## src/stgdr_pkg.sv

```systemverilog
`timescale 1ns / 1ps

package stgdr_pkg;

    // line and table geometry
    localparam int NS    = 4096;
    localparam int IDX_W = 12;
    localparam int CNT_W = 13;

    // clamp limits of the sea-level position, Q16.16
    localparam logic signed [63:0] POS_LIM = 64'(NS - 1) <<< 16;
    localparam logic signed [63:0] POS_TOP = 64'(NS - 2) <<< 16;

    // request codes
    localparam logic [1:0] REQ_LOAD   = 2'd0;
    localparam logic [1:0] REQ_SAMPLE = 2'd1;
    localparam logic [1:0] REQ_READ   = 2'd2;

    // configuration register indexes
    localparam logic [1:0] CFG_GAP_FILL   = 2'd0;
    localparam logic [1:0] CFG_MAX_BREAK  = 2'd1;
    localparam logic [1:0] CFG_BAD_HEIGHT = 2'd2;
    localparam logic [1:0] CFG_NO_DATA    = 2'd3;

    typedef struct packed {
        logic [1:0]         req_type;
        logic [IDX_W-1:0]   pixel_index;
        logic signed [31:0] ground_entry;
        logic signed [31:0] shift_entry;
        logic signed [31:0] height;
        logic               first_of_line;
    } t_req;

    typedef struct packed {
        logic [IDX_W-1:0]   read_index;
        logic signed [31:0] ground_height;
    } t_rsp;

    // controller to datapath
    typedef struct packed {
        logic accept;
        logic tbl_wr;
        logic first_init;
        logic clr_wr;
        logic mul;
        logic pos;
        logic g1_sel;
        logic g0_cap;
        logic fmul;
        logic gsum;
        logic gx;
        logic div_start;
        logic fill_nd;
        logic fill_div;
        logic fill_wr;
        logic track;
        logic rsp_load;
    } t_cmd;

    // datapath to controller
    typedef struct packed {
        logic [1:0] in_type;
        logic       in_first;
        logic       clr_last;
        logic       overrun;
        logic       smp_ok;
        logic       nd_fill;
        logic       interp;
        logic       run_pos;
        logic       div_done;
        logic       fill_last;
        logic       rsp_free;
    } t_sts;

endpackage

```

## src/stgdr_ctrl.sv

```systemverilog
`timescale 1ns / 1ps

module stgdr_ctrl (
    input  logic             i_clk,
    input  logic             i_rst_n,
    input  logic             i_req_valid,
    output logic             o_req_ready,
    input  stgdr_pkg::t_sts  i_sts,
    output stgdr_pkg::t_cmd  o_cmd
);
    import stgdr_pkg::*;

    typedef enum logic [15:0] {
        ST_RCLR = 16'h0001,
        ST_IDLE = 16'h0002,
        ST_LCLR = 16'h0004,
        ST_CHK  = 16'h0008,
        ST_MUL  = 16'h0010,
        ST_POS  = 16'h0020,
        ST_G0   = 16'h0040,
        ST_G1   = 16'h0080,
        ST_FMUL = 16'h0100,
        ST_GSUM = 16'h0200,
        ST_GX   = 16'h0400,
        ST_DEC  = 16'h0800,
        ST_DIV  = 16'h1000,
        ST_FILL = 16'h2000,
        ST_READ = 16'h4000,
        ST_RSP  = 16'h8000
    } t_state;

    t_state r_state;
    t_state n_state;
    logic   acc;

    assign o_req_ready = r_state == ST_IDLE;
    assign acc         = i_req_valid && o_req_ready;

    always_ff @(posedge i_clk) begin
        if (!i_rst_n) begin
            r_state <= ST_RCLR;
        end else begin
            r_state <= n_state;
        end
    end

    // next state and commands
    always_comb begin
        n_state = r_state;
        o_cmd   = '0;
        case (r_state)
            ST_RCLR: begin
                o_cmd.clr_wr = 1'b1;
                if (i_sts.clr_last) n_state = ST_IDLE;
            end
            ST_IDLE: begin
                if (acc) begin
                    o_cmd.accept = 1'b1;
                    case (i_sts.in_type)
                        REQ_LOAD: o_cmd.tbl_wr = 1'b1;
                        REQ_SAMPLE: begin
                            if (i_sts.in_first) begin
                                o_cmd.first_init = 1'b1;
                                n_state = ST_LCLR;
                            end else begin
                                n_state = ST_CHK;
                            end
                        end
                        REQ_READ: n_state = ST_READ;
                        default: ;
                    endcase
                end
            end
            ST_LCLR: begin
                o_cmd.clr_wr = 1'b1;
                if (i_sts.clr_last) n_state = ST_CHK;
            end
            ST_CHK: begin
                n_state = i_sts.overrun ? ST_IDLE : ST_MUL;
            end
            ST_MUL: begin
                o_cmd.mul = 1'b1;
                n_state = ST_POS;
            end
            ST_POS: begin
                o_cmd.pos = 1'b1;
                n_state = ST_G0;
            end
            ST_G0: begin
                n_state = ST_G1;
            end
            ST_G1: begin
                o_cmd.g1_sel = 1'b1;
                o_cmd.g0_cap = 1'b1;
                n_state = ST_FMUL;
            end
            ST_FMUL: begin
                o_cmd.fmul = 1'b1;
                n_state = ST_GSUM;
            end
            ST_GSUM: begin
                o_cmd.gsum = 1'b1;
                n_state = ST_GX;
            end
            ST_GX: begin
                o_cmd.gx = 1'b1;
                n_state = ST_DEC;
            end
            ST_DEC: begin
                n_state = ST_IDLE;
                if (i_sts.smp_ok) begin
                    if (i_sts.nd_fill) begin
                        if (i_sts.run_pos) begin
                            o_cmd.fill_nd = 1'b1;
                            n_state = ST_FILL;
                        end else begin
                            o_cmd.track = 1'b1;
                        end
                    end else if (i_sts.interp) begin
                        o_cmd.div_start = 1'b1;
                        n_state = ST_DIV;
                    end else begin
                        o_cmd.track = 1'b1;
                    end
                end
            end
            ST_DIV: begin
                if (i_sts.div_done) begin
                    o_cmd.fill_div = 1'b1;
                    n_state = ST_FILL;
                end
            end
            ST_FILL: begin
                o_cmd.fill_wr = 1'b1;
                if (i_sts.fill_last) begin
                    o_cmd.track = 1'b1;
                    n_state = ST_IDLE;
                end
            end
            ST_READ: begin
                n_state = ST_RSP;
            end
            ST_RSP: begin
                if (i_sts.rsp_free) begin
                    o_cmd.rsp_load = 1'b1;
                    n_state = ST_IDLE;
                end
            end
            default: n_state = ST_IDLE;
        endcase
    end

endmodule

```

## config.mk

```make
export PLATFORM = sky130hd
export DESIGN_NAME = stgdr_ctrl
export DESIGN_NICKNAME = d
export VERILOG_FILES = /design/src/stgdr_pkg.sv /design/src/stgdr_ctrl.sv
export SDC_FILE = /design/constraint.sdc
export NUM_CORES = 1
export LEC_CHECK = 0
export BUFFER_PORTS_ARGS = -buffer_cell sky130_fd_sc_hd__buf_4
export CAP_MARGIN = 40
export CORE_AREA = 4 4 49 69
export DETAILED_ROUTE_END_ITERATION = 8
export DIE_AREA = 0 0 53 73
export GPL_ROUTABILITY_DRIVEN = 0
export HOLD_SLACK_MARGIN = 0.03
export PLACE_DENSITY_LB_ADDON = 0.05
export SLEW_MARGIN = 20
export SYNTH_ARGS = -nofsm -noshare
export SYNTH_HDL_FRONTEND = slang
export SYNTH_SLANG_ARGS = --single-unit
```

## constraint.sdc

```tcl
create_clock -name i_clk -period 2.75 [get_ports i_clk]
set_input_delay 0.6875 -clock i_clk [delete_from_list [all_inputs] [get_ports i_clk]]
set_output_delay 0.6875 -clock i_clk [all_outputs]
set_load 0.1 [all_outputs]
```

# Word level (Yosys, flattened, before mapping)
# Index checks and enable logic that the tools add are counted.
# op_classes
eq_ne	25
n_mux	43
n_reduce_logical	4
# ops
operator	count
$pmux 16 s16	1
$mux 16	8
$pmux 16 s2	1
$mux 1	23
$eq 16x1->1 const B	1
$eq 16x10->1 const B	1
$eq 16x11->1 const B	1
$eq 16x12->1 const B	1
$eq 16x13->1 const B	1
$eq 16x14->1 const B	1
$eq 16x15->1 const B	1
$eq 16x16->1 const B	1
$eq 16x2->1 const B	1
$eq 16x3->1 const B	1
$eq 16x4->1 const B	1
$eq 16x5->1 const B	1
$eq 16x6->1 const B	1
$eq 16x7->1 const B	1
$eq 16x8->1 const B	1
$eq 16x9->1 const B	1
$mux 14	1
$mux 13	1
$ne 2x2->1 const B	5
$reduce_and 7->1	1
other kinds (12)	15
# word_totals
register_bits	16
input_bits	15
output_inout_bits	18
word_cells	73

# Depth between registers and ports, before layout
# Gate-level depths: netlist (run 1).
# logic_depth
depth_word	4
ltp_mapped	6
depth_no_buf	5

# Worst setup path before layout (run 1)
# No wires, ideal clock.
# synth_timing
path_kind	register to output
startpoint	register r_state[9]
endpoint	output o_cmd[14] (netlist bit)
t_arrival_ps	4580
required_ps	2062
slack_ps	-2518
path_stages_with_launch	6
n_path_buf	1
path_cell_list	dfxtp_1 clkbuf_1 or4_1 nor4_4 nand2_1 nor3_1
# synth_lines
element	line_no	source
start: declaration	stgdr_ctrl.sv:32	t_state r_state;
start signal: assignment	stgdr_ctrl.sv:43	r_state <= n_state;
end: declaration	stgdr_ctrl.sv:9	output stgdr_pkg::t_cmd o_cmd

==> results of run 1 <==
==> tightest hold or removal path, stage by stage (launching register included) <==
cell     delay, ns
dfxtp_4       0.38
o21ai_0       0.08
nand2_1       0.05
==> repair_timing <==
item | 4_1_cts | 5_1_grt
pin swaps | 5 | 13
hold endpoints to repair | 0 | 0
setup buffers | 1 | 10
setup endpoints to repair | 12 | 14
resized for setup | 41 | 24
==> power by group <==
group          switching [mW]  internal, mW  leakage (nW)
combinational           0.144         0.111         0.702
clock                  0.0935         0.128        0.0288
sequential             0.0110         0.236         0.133
total                   0.249         0.475         0.864
==> layer usage <==
layer	share of wire, %	GRT usage [%]	vias to the layer above
li1	-	-	658
met1	36	22.8	660
met2	57	40.9	37
met3	4.6	4.29	7
met4	1.9	8.81	0
met5	0	0	-
==> cell type report <==
class                           count  area, um^2
Tap cell                           37        46.3
Timing Repair Buffer               63         608
Inverter                            7        30.0
Sequential cell                    16         339
Fill cell                         218         734
Clock buffer                        4        55.1
Multi-Input combinational cell    114         978
==> logic make-up after synthesis <==
kind of cell	Yosys count
AND/OR/NAND/NOR	79
flip-flops	16
buffers and inverters	13
multiplexers	1
AO/OA/AOI/OAI	27
XOR/XNOR	7
==> cell usage in the layout (no fill, tap or decap), types with 3 or more instances in the layout <==
| cell type | netlist | layout |
|---|---|---|
| buf_4 | 1 | 48 |
| nor2_1 | 13 | 10 |
| nand2_1 | 10 | 9 |
| buf_12 | 0 | 9 |
| dfxtp_1 | 16 | 9 |
| o21ai_0 | 7 | 7 |
| nor4_4 | 1 | 6 |
| inv_1 | 7 | 6 |
| and3_1 | 6 | 6 |
| buf_6 | 0 | 6 |
| nor3_1 | 10 | 5 |
| xor2_1 | 5 | 5 |
| nor3_4 | 0 | 4 |
| or4_4 | 0 | 4 |
| a21oi_1 | 4 | 4 |
| clkbuf_8 | 0 | 4 |
| dfxtp_4 | 0 | 4 |
| nor3b_4 | 0 | 3 |
| nor4_1 | 9 | 3 |
| dfxtp_2 | 0 | 3 |
==> worst paths after layout <==
kind,from,to,cells after the start
setup / recovery,r_state[3]$_SDFFE_PN0P_,o_cmd[8],6
hold / removal,r_state[0]$_SDFFE_PN1P_,r_state[0]$_SDFFE_PN1P_,2
setup reg to reg,r_state[2]$_SDFFE_PN0P_,r_state[2]$_SDFFE_PN0P_,6
hold reg to reg,r_state[0]$_SDFFE_PN1P_,r_state[0]$_SDFFE_PN1P_,2
==> metrics by stage <==
stage               setup WS (ns)  utilization (%)
finish                    -0.0177             73.7
global route              -0.0811             73.7
CTS                      -0.00897             67.6
detailed placement       -0.00553             59.4
global placement           0.0412             59.4
floorplan                   -1.44                -
==> out/qor.yml, run 1 <==
synthesis.nets: 158
top_regs: "r_state: 16 flops"
regMostFlops: "r_state"
clk_latency_ns: 0.26
synth_area_leader_cell: "dfxtp_1"
ios: 33
status: "complete, but fails checks"
fmax_mhz: 361
synth_top_family_by_area: "simple AND/OR/NAND/NOR gates"
viasPerCell: 5.65
violations: "setup timing"
overflow: 0
cp_num_buf_inv: 2
required_ns: 2.06
async_flop_share_pct: 0
start_util_pct: 39.7
grtUsageTotal_pct: 21.8
rrSetupSlack_ns: 0.52
yosysSeqAreaShare_pct: 28.9
hold_violations: 0
placed_area_um2: 1660
syn_area_per_cell_um2: 7.75
slew_headroom_pct: 68.6
worst_setup_path_end_kind: "output port"
core_area_um2: 2790
cp_slowest_cell: "or3_4"
fin_crit_ns: 2.77
slew_viol_final: 0
grt_max_degree: 10
drc: 0
crit_path_start_kind: "flip-flop"
drive_above_1_share_pct: 53.4
grt_pass1_wl_um: 6200
vias: 1362
tritoncts: "done"
rows: 23
ys_ff_latch: 16
yosysMostFrequentCell: "dfxtp_1"
yosys_warnings: 0
arrival_ns: 2.08
die_w_um: 53
largest_register_ffs: 16
n_antenna_cell: 0
tns_ns: -0.0297
ir_drop_v: 0.000218
cts_htree_levels: 1
drv_cap: 0
synth_fa_ha_area_share_pct: 0
whs_ns: 0.546
powerDensity_nw_per_um2: 352
ant_nets: 0
leakagePower_nw: 0.864
cts_buffer_depth: 2
grt_pass1_vias: 1365
cts_hold_buf: 0
synth-simple-area-share_pct: 43.0
final_area_um2: 2060
portBuffers: 32
synth_xor_xnor_area_share_pct: 5.53
drt_iter0_markers: 20
clock-sinks: 16
finalCritPeriodShare_pct: 101
synthCells: 143
cts_buffers: 3
areaGrowthSynthToFinish_pct: 85.6
dp_cells: 226
skew_ns: 0.00211
synth.area.top_cells: "dfxtp_1 (29%), nor4_1 (5.1%), nor3_1 (4.5%)"
rsz0062_at_grt: "true"
tightest_slew_ns: 0.466
synth-compound-area-share_pct: 16.7
dieArea_um2: 3870
detail_route.wirelength_um: 3880
hp-class: "reg -> reg"
power_mw: 0.723
crit_chain: "buf_6 -> nor4_4 -> nand3_2 -> or3_4 -> nor3b_4 -> buf_12"
critPathKind: "reg -> out"
die_y_um: 73
cp_top_family: "simple AND/OR/NAND/NOR gates"
crit_fanout: 6
synth_top_area_share_pct: 28.9
dp_hpwl_um: 2880
antenna_found_initial: 0
setup_slack_ns: -0.0177
final_net_count: 220
firstDrtPassIters: 4
synth_common_cells: "dfxtp_1 (16), nor2_1 (13), nand2_1 (10), nor3_1 (10), nor4_1 (9)"
synth_mux_area_share_pct: 0.903
clk_pin_slew_ns: 0.07
wl_per_cell_um: 16.1
report.final.setup_viol: 4
root_buffer: "clkbuf_8"
synth_edf_count: 0
syn_area_um2: 1110
cpPeakStageDelay_ns: 0.42
layout.cells.non_filler: 241
synth_ff_type: "dfxtp_1"
synth_cell_types: 44
Note: power is estimated with default switching activity, not from simulation.
==> run 2: changes to the inputs <==
==> constraint.sdc (replaced) <==
create_clock -name i_clk -period 2.75 [get_ports i_clk]
set_input_delay 0.55 -clock i_clk [delete_from_list [all_inputs] [get_ports i_clk]]
set_output_delay 0.55 -clock i_clk [all_outputs]
set_load 0.1 [all_outputs]
==> run 2 against run 1 <==
Effect of this change: first-iteration DRC count is 35% higher; final cell count is 6.2% lower; clock power hardly changed; register-to-register slack worse by 0.06 ns; power is 4.0% lower; sequential power hardly changed; fmax is 2.4% higher; cell area is 12% lower; highest routed layer unchanged; largest cell class unchanged; count of clock-buffer cells in the layout stayed put; the flow now finishes without violations; critical path type unchanged; flip-flop and latch count stayed put.
==> out/qor.yml, run 2 (synthesis results as in run 1) <==
fin_crit_ns: 2.70  # -0.0646 ns
crit_path_start_kind: "flip-flop"
ir_drop_v: 0.000353  # +62%
rsz0062_at_grt: "true"
clock-sinks: 16  # unchanged
top_regs: "r_state: 16 flops"
root_buffer: "clkbuf_8"
drv_cap: 0  # unchanged
overflow: 0  # unchanged
tightest_slew_ns: 0.475  # +0.00849 ns
detail_route.wirelength_um: 3560  # -8.2%
firstDrtPassIters: 4  # unchanged
p_int_mw: 0.454  # -4.4%
start_util_pct: 39.7  # unchanged
viasPerCell: 5.68  # +0.45%
drc: 0  # unchanged
cp_slowest_cell: "or3_4"
clk_latency_ns: 0.26  # about the same
powerDensity_nw_per_um2: 383  # +8.8%
p_switching_mw: 0.241  # -3.2%
report.final.setup_viol: 0  # -4
cts_buffer_depth: 2  # unchanged
drive_above_1_share_pct: 43.9  # -9.5 points
final_net_count: 205  # -6.8%
p_clk_share_pct: 31.6  # +1.0 points
dp_hpwl_um: 2770  # -3.9%
clk_pin_slew_ns: 0.07  # about the same
cp_num_buf_inv: 2  # unchanged
grtUsageTotal_pct: 21.0  # -0.84 points
tns_ns: 0  # +0.0297 ns
crit_chain: "buf_6 -> nor4_4 -> nand3_2 -> or3_4 -> nor3b_4 -> buf_12"
dieArea_um2: 3870  # unchanged
status: "complete, no violations"
grt_pass1_wl_um: 5980  # -3.5%
combPwrFrac_pct: 33.3  # -2.0 points
regMostFlops: "r_state"
fill_cells: 262  # +20%
cpPeakStageDelay_ns: 0.43  # about the same
crit_fanout: 7  # +1
largest_register_ffs: 16  # unchanged
switching_share_pct: 34.7  # +0.29 points
die_w_um: 53  # unchanged
tritoncts: "done"
required_ns: 2.20  # +0.14 ns
n_antenna_cell: 0  # unchanged
vias: 1283  # -5.8%
antenna_found_initial: 0  # unchanged
leakagePower_nw: 0.757  # -12%
die_y_um: 73  # unchanged
grt_pass1_vias: 1289  # -5.6%
hold_violations: 0  # unchanged
cts_htree_levels: 1  # unchanged
skew_ns: 0.00132  # -0.000789 ns
finish.utilization_pct: 65.0  # -8.7 points
ant_nets: 0  # unchanged
ios: 33  # unchanged
worst_setup_path_end_kind: "output port"
slew_viol_final: 0  # unchanged
layout_commonest_cell: "buf_4"
slew_headroom_pct: 67.9  # -0.68 points
portBuffers: 32  # unchanged
cts_hold_buf: 0  # unchanged
seqPwrFrac_pct: 35.1  # +1.0 points
hp-class: "in -> reg"
cp_top_family: "simple AND/OR/NAND/NOR gates"
critPathKind: "reg -> out"
core_area_um2: 2790  # unchanged
drt_iter0_markers: 27  # +35%
areaGrowthSynthToFinish_pct: 63.8
cts_buffers: 3  # unchanged
fmax_mhz: 370  # +2.4%
layout_common_cells: "buf_4 (36), dfxtp_1 (13), nor2_1 (12)"
grt_max_degree: 10  # unchanged
finalCritPeriodShare_pct: 98.3  # -2.3 points
arrival_ns: 2.15  # +0.07 ns
rows: 23  # unchanged
wl_per_cell_um: 15.8  # -2.2%
## run 2: power groups by stage
stage | combinational [mW] | sequential [mW] | clock, mW
after floorplan | 0.148 | 0.247 | 0
after CTS | 0.221 | 0.243 | 0.230
after global placement | 0.213 | 0.247 | 0
after global routing | 0.247 | 0.245 | 0.234
after detailed placement | 0.215 | 0.248 | 0
final | 0.231 | 0.244 | 0.220
## run 2: final timing paths
kind	endpoint	cells after the start	startpoint	slack, ns
min reg2reg	r_state[2]$_SDFFE_PN0P_	2	r_state[2]$_SDFFE_PN0P_	0.57
max	o_cmd[8]	6	r_state[3]$_SDFFE_PN0P_	0.05
min	r_state[4]$_SDFFE_PN0P_	2	i_sts[7]	0.48
max reg2reg	r_state[6]$_SDFFE_PN0P_	6	r_state[5]$_SDFFE_PN0P_	0.46
## run 2: layer usage
layer	part of all wire (%)	global-route usage, %	up-vias
met5	0	0	-
met4	1.8	8.81	0
met1	38	24.8	608
met2	56	36.9	37
li1	-	-	631
met3	4.4	2.66	7
## run 2: repair_timing
action / 4_1_cts / 5_1_grt
setup buffers: 0 / 1
pin swaps: 0 / 8
setup endpoints to repair: 9 / 10
resized for setup: 11 / 23
## run 2: stage by stage
step / setup slack, ns / std cells / area [um^2] / power [mW] / hold slack (ns)
detailed placement: 0.129 / 221 / 1610 / 0.463 / 0.621
finish: 0.0469 / 226 / 1820 / 0.695 / 0.485
global route: -0.0513 / 226 / 1820 / 0.727 / 0.472
global placement: 0.139 / 221 / 1610 / 0.461 / 0.605
floorplan: -1.30 / 143 / 1240 / 0.394 / 0.483
CTS: 0.00849 / 225 / 1710 / 0.694 / 0.471
## run 2: final cells by class
type,instances,area [um^2],area share (%)
clock buffer,4,55.1,3.03
sequential,16,324,17.8
timing repair buffer,48,439,24.2
tap,37,46.3,2.55
multi-input combinational,114,921,50.7
inverter,7,30.0,1.65
==> run 3: changes to the inputs <==
Settings changed: CTS_BUF_LIST set to sky130_fd_sc_hd__clkbuf_16.
==> run 3 against run 2 <==
Effect of this change: flip-flop and latch count stayed put; utilization is 0.76 points higher; power is 12% higher; sequential share of layout area is 0.21 points lower; largest cell class unchanged; register-to-register slack hardly changed.
==> out/qor.yml, run 3 (synthesis results as in run 1) <==
regMostFlops: "r_state"
worst_setup_path_end_kind: "output port"
areaGrowthSynthToFinish_pct: 65.7
vias: 1292  # +0.70%
portBuffers: 32  # unchanged
fin_crit_ns: 2.71  # +0.00680 ns
firstDrtPassIters: 4  # unchanged
start_util_pct: 39.7  # unchanged
largest_register_ffs: 16  # unchanged
die_w_um: 53  # unchanged
rows: 23  # unchanged
viasPerCell: 5.72  # +0.70%
holdPathStages: 2  # unchanged
power_mw: 0.776  # +12%
die_y_um: 73  # unchanged
rsz0062_at_grt: "true"
finalCritPeriodShare_pct: 98.5  # +0.25 points
drv_cap: 0  # unchanged
combPwrFrac_pct: 29.7  # -3.6 points
top_regs: "r_state: 16 flops"
clk_latency_ns: 0.25  # about the same
grt_pass1_wl_um: 6030  # +0.80%
ant_nets: 0  # unchanged
whs_ns: 0.482  # -0.00302 ns
root_buffer: "clkbuf_16"
ff_latch_area_um2: 324  # unchanged
grt_max_degree: 10  # unchanged
clk_pin_slew_ns: 0.06  # about the same
layout_common_cells: "buf_4 (36), dfxtp_1 (13), nor2_1 (12)"
final_area_um2: 1840  # +1.2%
n_antenna_cell: 0  # unchanged
overflow: 0  # unchanged
tns_ns: 0  # unchanged
hp-class: "in -> reg"
antenna_found_initial: 0  # unchanged
dieArea_um2: 3870  # unchanged
core_area_um2: 2790  # unchanged
final_net_count: 205  # unchanged
drive_above_1_share_pct: 42.9  # -1.1 points
hold_violations: 0  # unchanged
ios: 33  # unchanged
required_ns: 2.20  # about the same
drt_iter0_markers: 48  # +78%
fill_cells: 260  # -0.76%
drc: 0  # unchanged
slew_viol_final: 0  # unchanged
status: "complete, no violations"
arrival_ns: 2.16  # about the same
p_clk_share_pct: 38.8  # +7.2 points
report.final.setup_viol: 0  # unchanged
crit_fanout: 7  # unchanged
critPathKind: "reg -> out"
skew_ns: 0.00252  # +0.00120 ns
layout_commonest_cell: "buf_4"
cts_buffers: 3  # unchanged
tritoncts: "done"
ff2ff_path_depth: 6  # unchanged
placed_area_um2: 1610  # unchanged
cts_htree_levels: 1  # unchanged
multiInputGateArea_um2: 926  # +0.54%
tightest_slew_ns: 0.493  # +0.0184 ns
p_switching_mw: 0.257  # +6.6%
ir_drop_v: 0.000417  # +18%
powerDensity_nw_per_um2: 422  # +10%
detail_route.wirelength_um: 3690  # +3.5%
p_int_mw: 0.519  # +14%
slew_headroom_pct: 66.8  # -1.1 points
leakagePower_nw: 0.769  # +1.7%
grt_pass1_vias: 1303  # +1.1%
grtUsageTotal_pct: 21.1  # +0.12 points
finish.utilization_pct: 65.8  # +0.76 points
crit_path_start_kind: "flip-flop"
switching_share_pct: 33.1  # -1.6 points
clock-sinks: 16  # unchanged
dp_hpwl_um: 2770  # unchanged
wl_per_cell_um: 16.3  # +3.5%
fmax_mhz: 369  # -0.25%
seqPwrFrac_pct: 31.4  # -3.7 points
cts_buffer_depth: 2  # unchanged
-- run 3: changes by cell type in the layout (fill, tap and decap cells not counted), moves of 2 or more --
cell	change
buf_6	+2
clkbuf_16	+3
clkbuf_8	-4
buf_8	-2
-- run 3: cell type report --
class | count | area share (%)
sequential | 16 | 17.6
clock buffer | 3 | 4.09
multi-input combinational | 114 | 50.4
inverter | 7 | 1.63
tap | 37 | 2.52
clock inverter | 1 | 0.204
timing repair buffer | 48 | 23.5
-- run 3: routing by layer --
layer | GRT usage (%) | routed length, um | up-vias
met5 | 0 | 0 | -
met4 | 7.95 | 59 | 0
met3 | 3.27 | 161 | 7
met2 | 37.7 | 2020 | 40
met1 | 24.5 | 1440 | 612
li1 | - | - | 633
-- run 3: metrics by stage --
stage / instances / worst slack [ns]
2_1_floorplan: 143 / -1.30
5_1_grt: 226 / -0.0295
3_5_place_dp: 221 / 0.129
3_3_place_gp: 221 / 0.139
6_report: 226 / 0.0401
4_1_cts: 225 / 0.00423
-- run 3: worst max-delay path: stages, from the launching register on --
cell	delay (ns)
dfxtp_2	0.36
or4_4	0.61
nor4_4	0.31
nor2b_1	0.19
and3b_2	0.21
buf_6	0.22
-- run 3: path summary, 6_finish.rpt --
| check | start | endpoint | slack (ns) |
|---|---|---|---|
| max | r_state[15]$_SDFFE_PN0P_ | o_cmd[11] | 0.04 |
| min | i_sts[7] | r_state[4]$_SDFFE_PN0P_ | 0.48 |
| max reg2reg | r_state[5]$_SDFFE_PN0P_ | r_state[6]$_SDFFE_PN0P_ | 0.47 |
| min reg2reg | r_state[2]$_SDFFE_PN0P_ | r_state[2]$_SDFFE_PN0P_ | 0.57 |
-- run 3: what timing repair did --
item,4_1_cts,5_1_grt
pin swaps,0,8
resized for setup,8,24
buffers inserted,0,1
hold buffers,0,0
endpoints found under the setup margin,9,11
-- run 3: power groups by stage --
| stage | logic, mW | registers (mW) | clock network, mW |
|---|---|---|---|
| after floorplan | 0.148 | 0.247 | 0 |
| after global placement | 0.213 | 0.247 | 0 |
| after detailed placement | 0.215 | 0.248 | 0 |
| after CTS | 0.219 | 0.243 | 0.305 |
| after global routing | 0.246 | 0.245 | 0.314 |
| final | 0.230 | 0.244 | 0.301 |
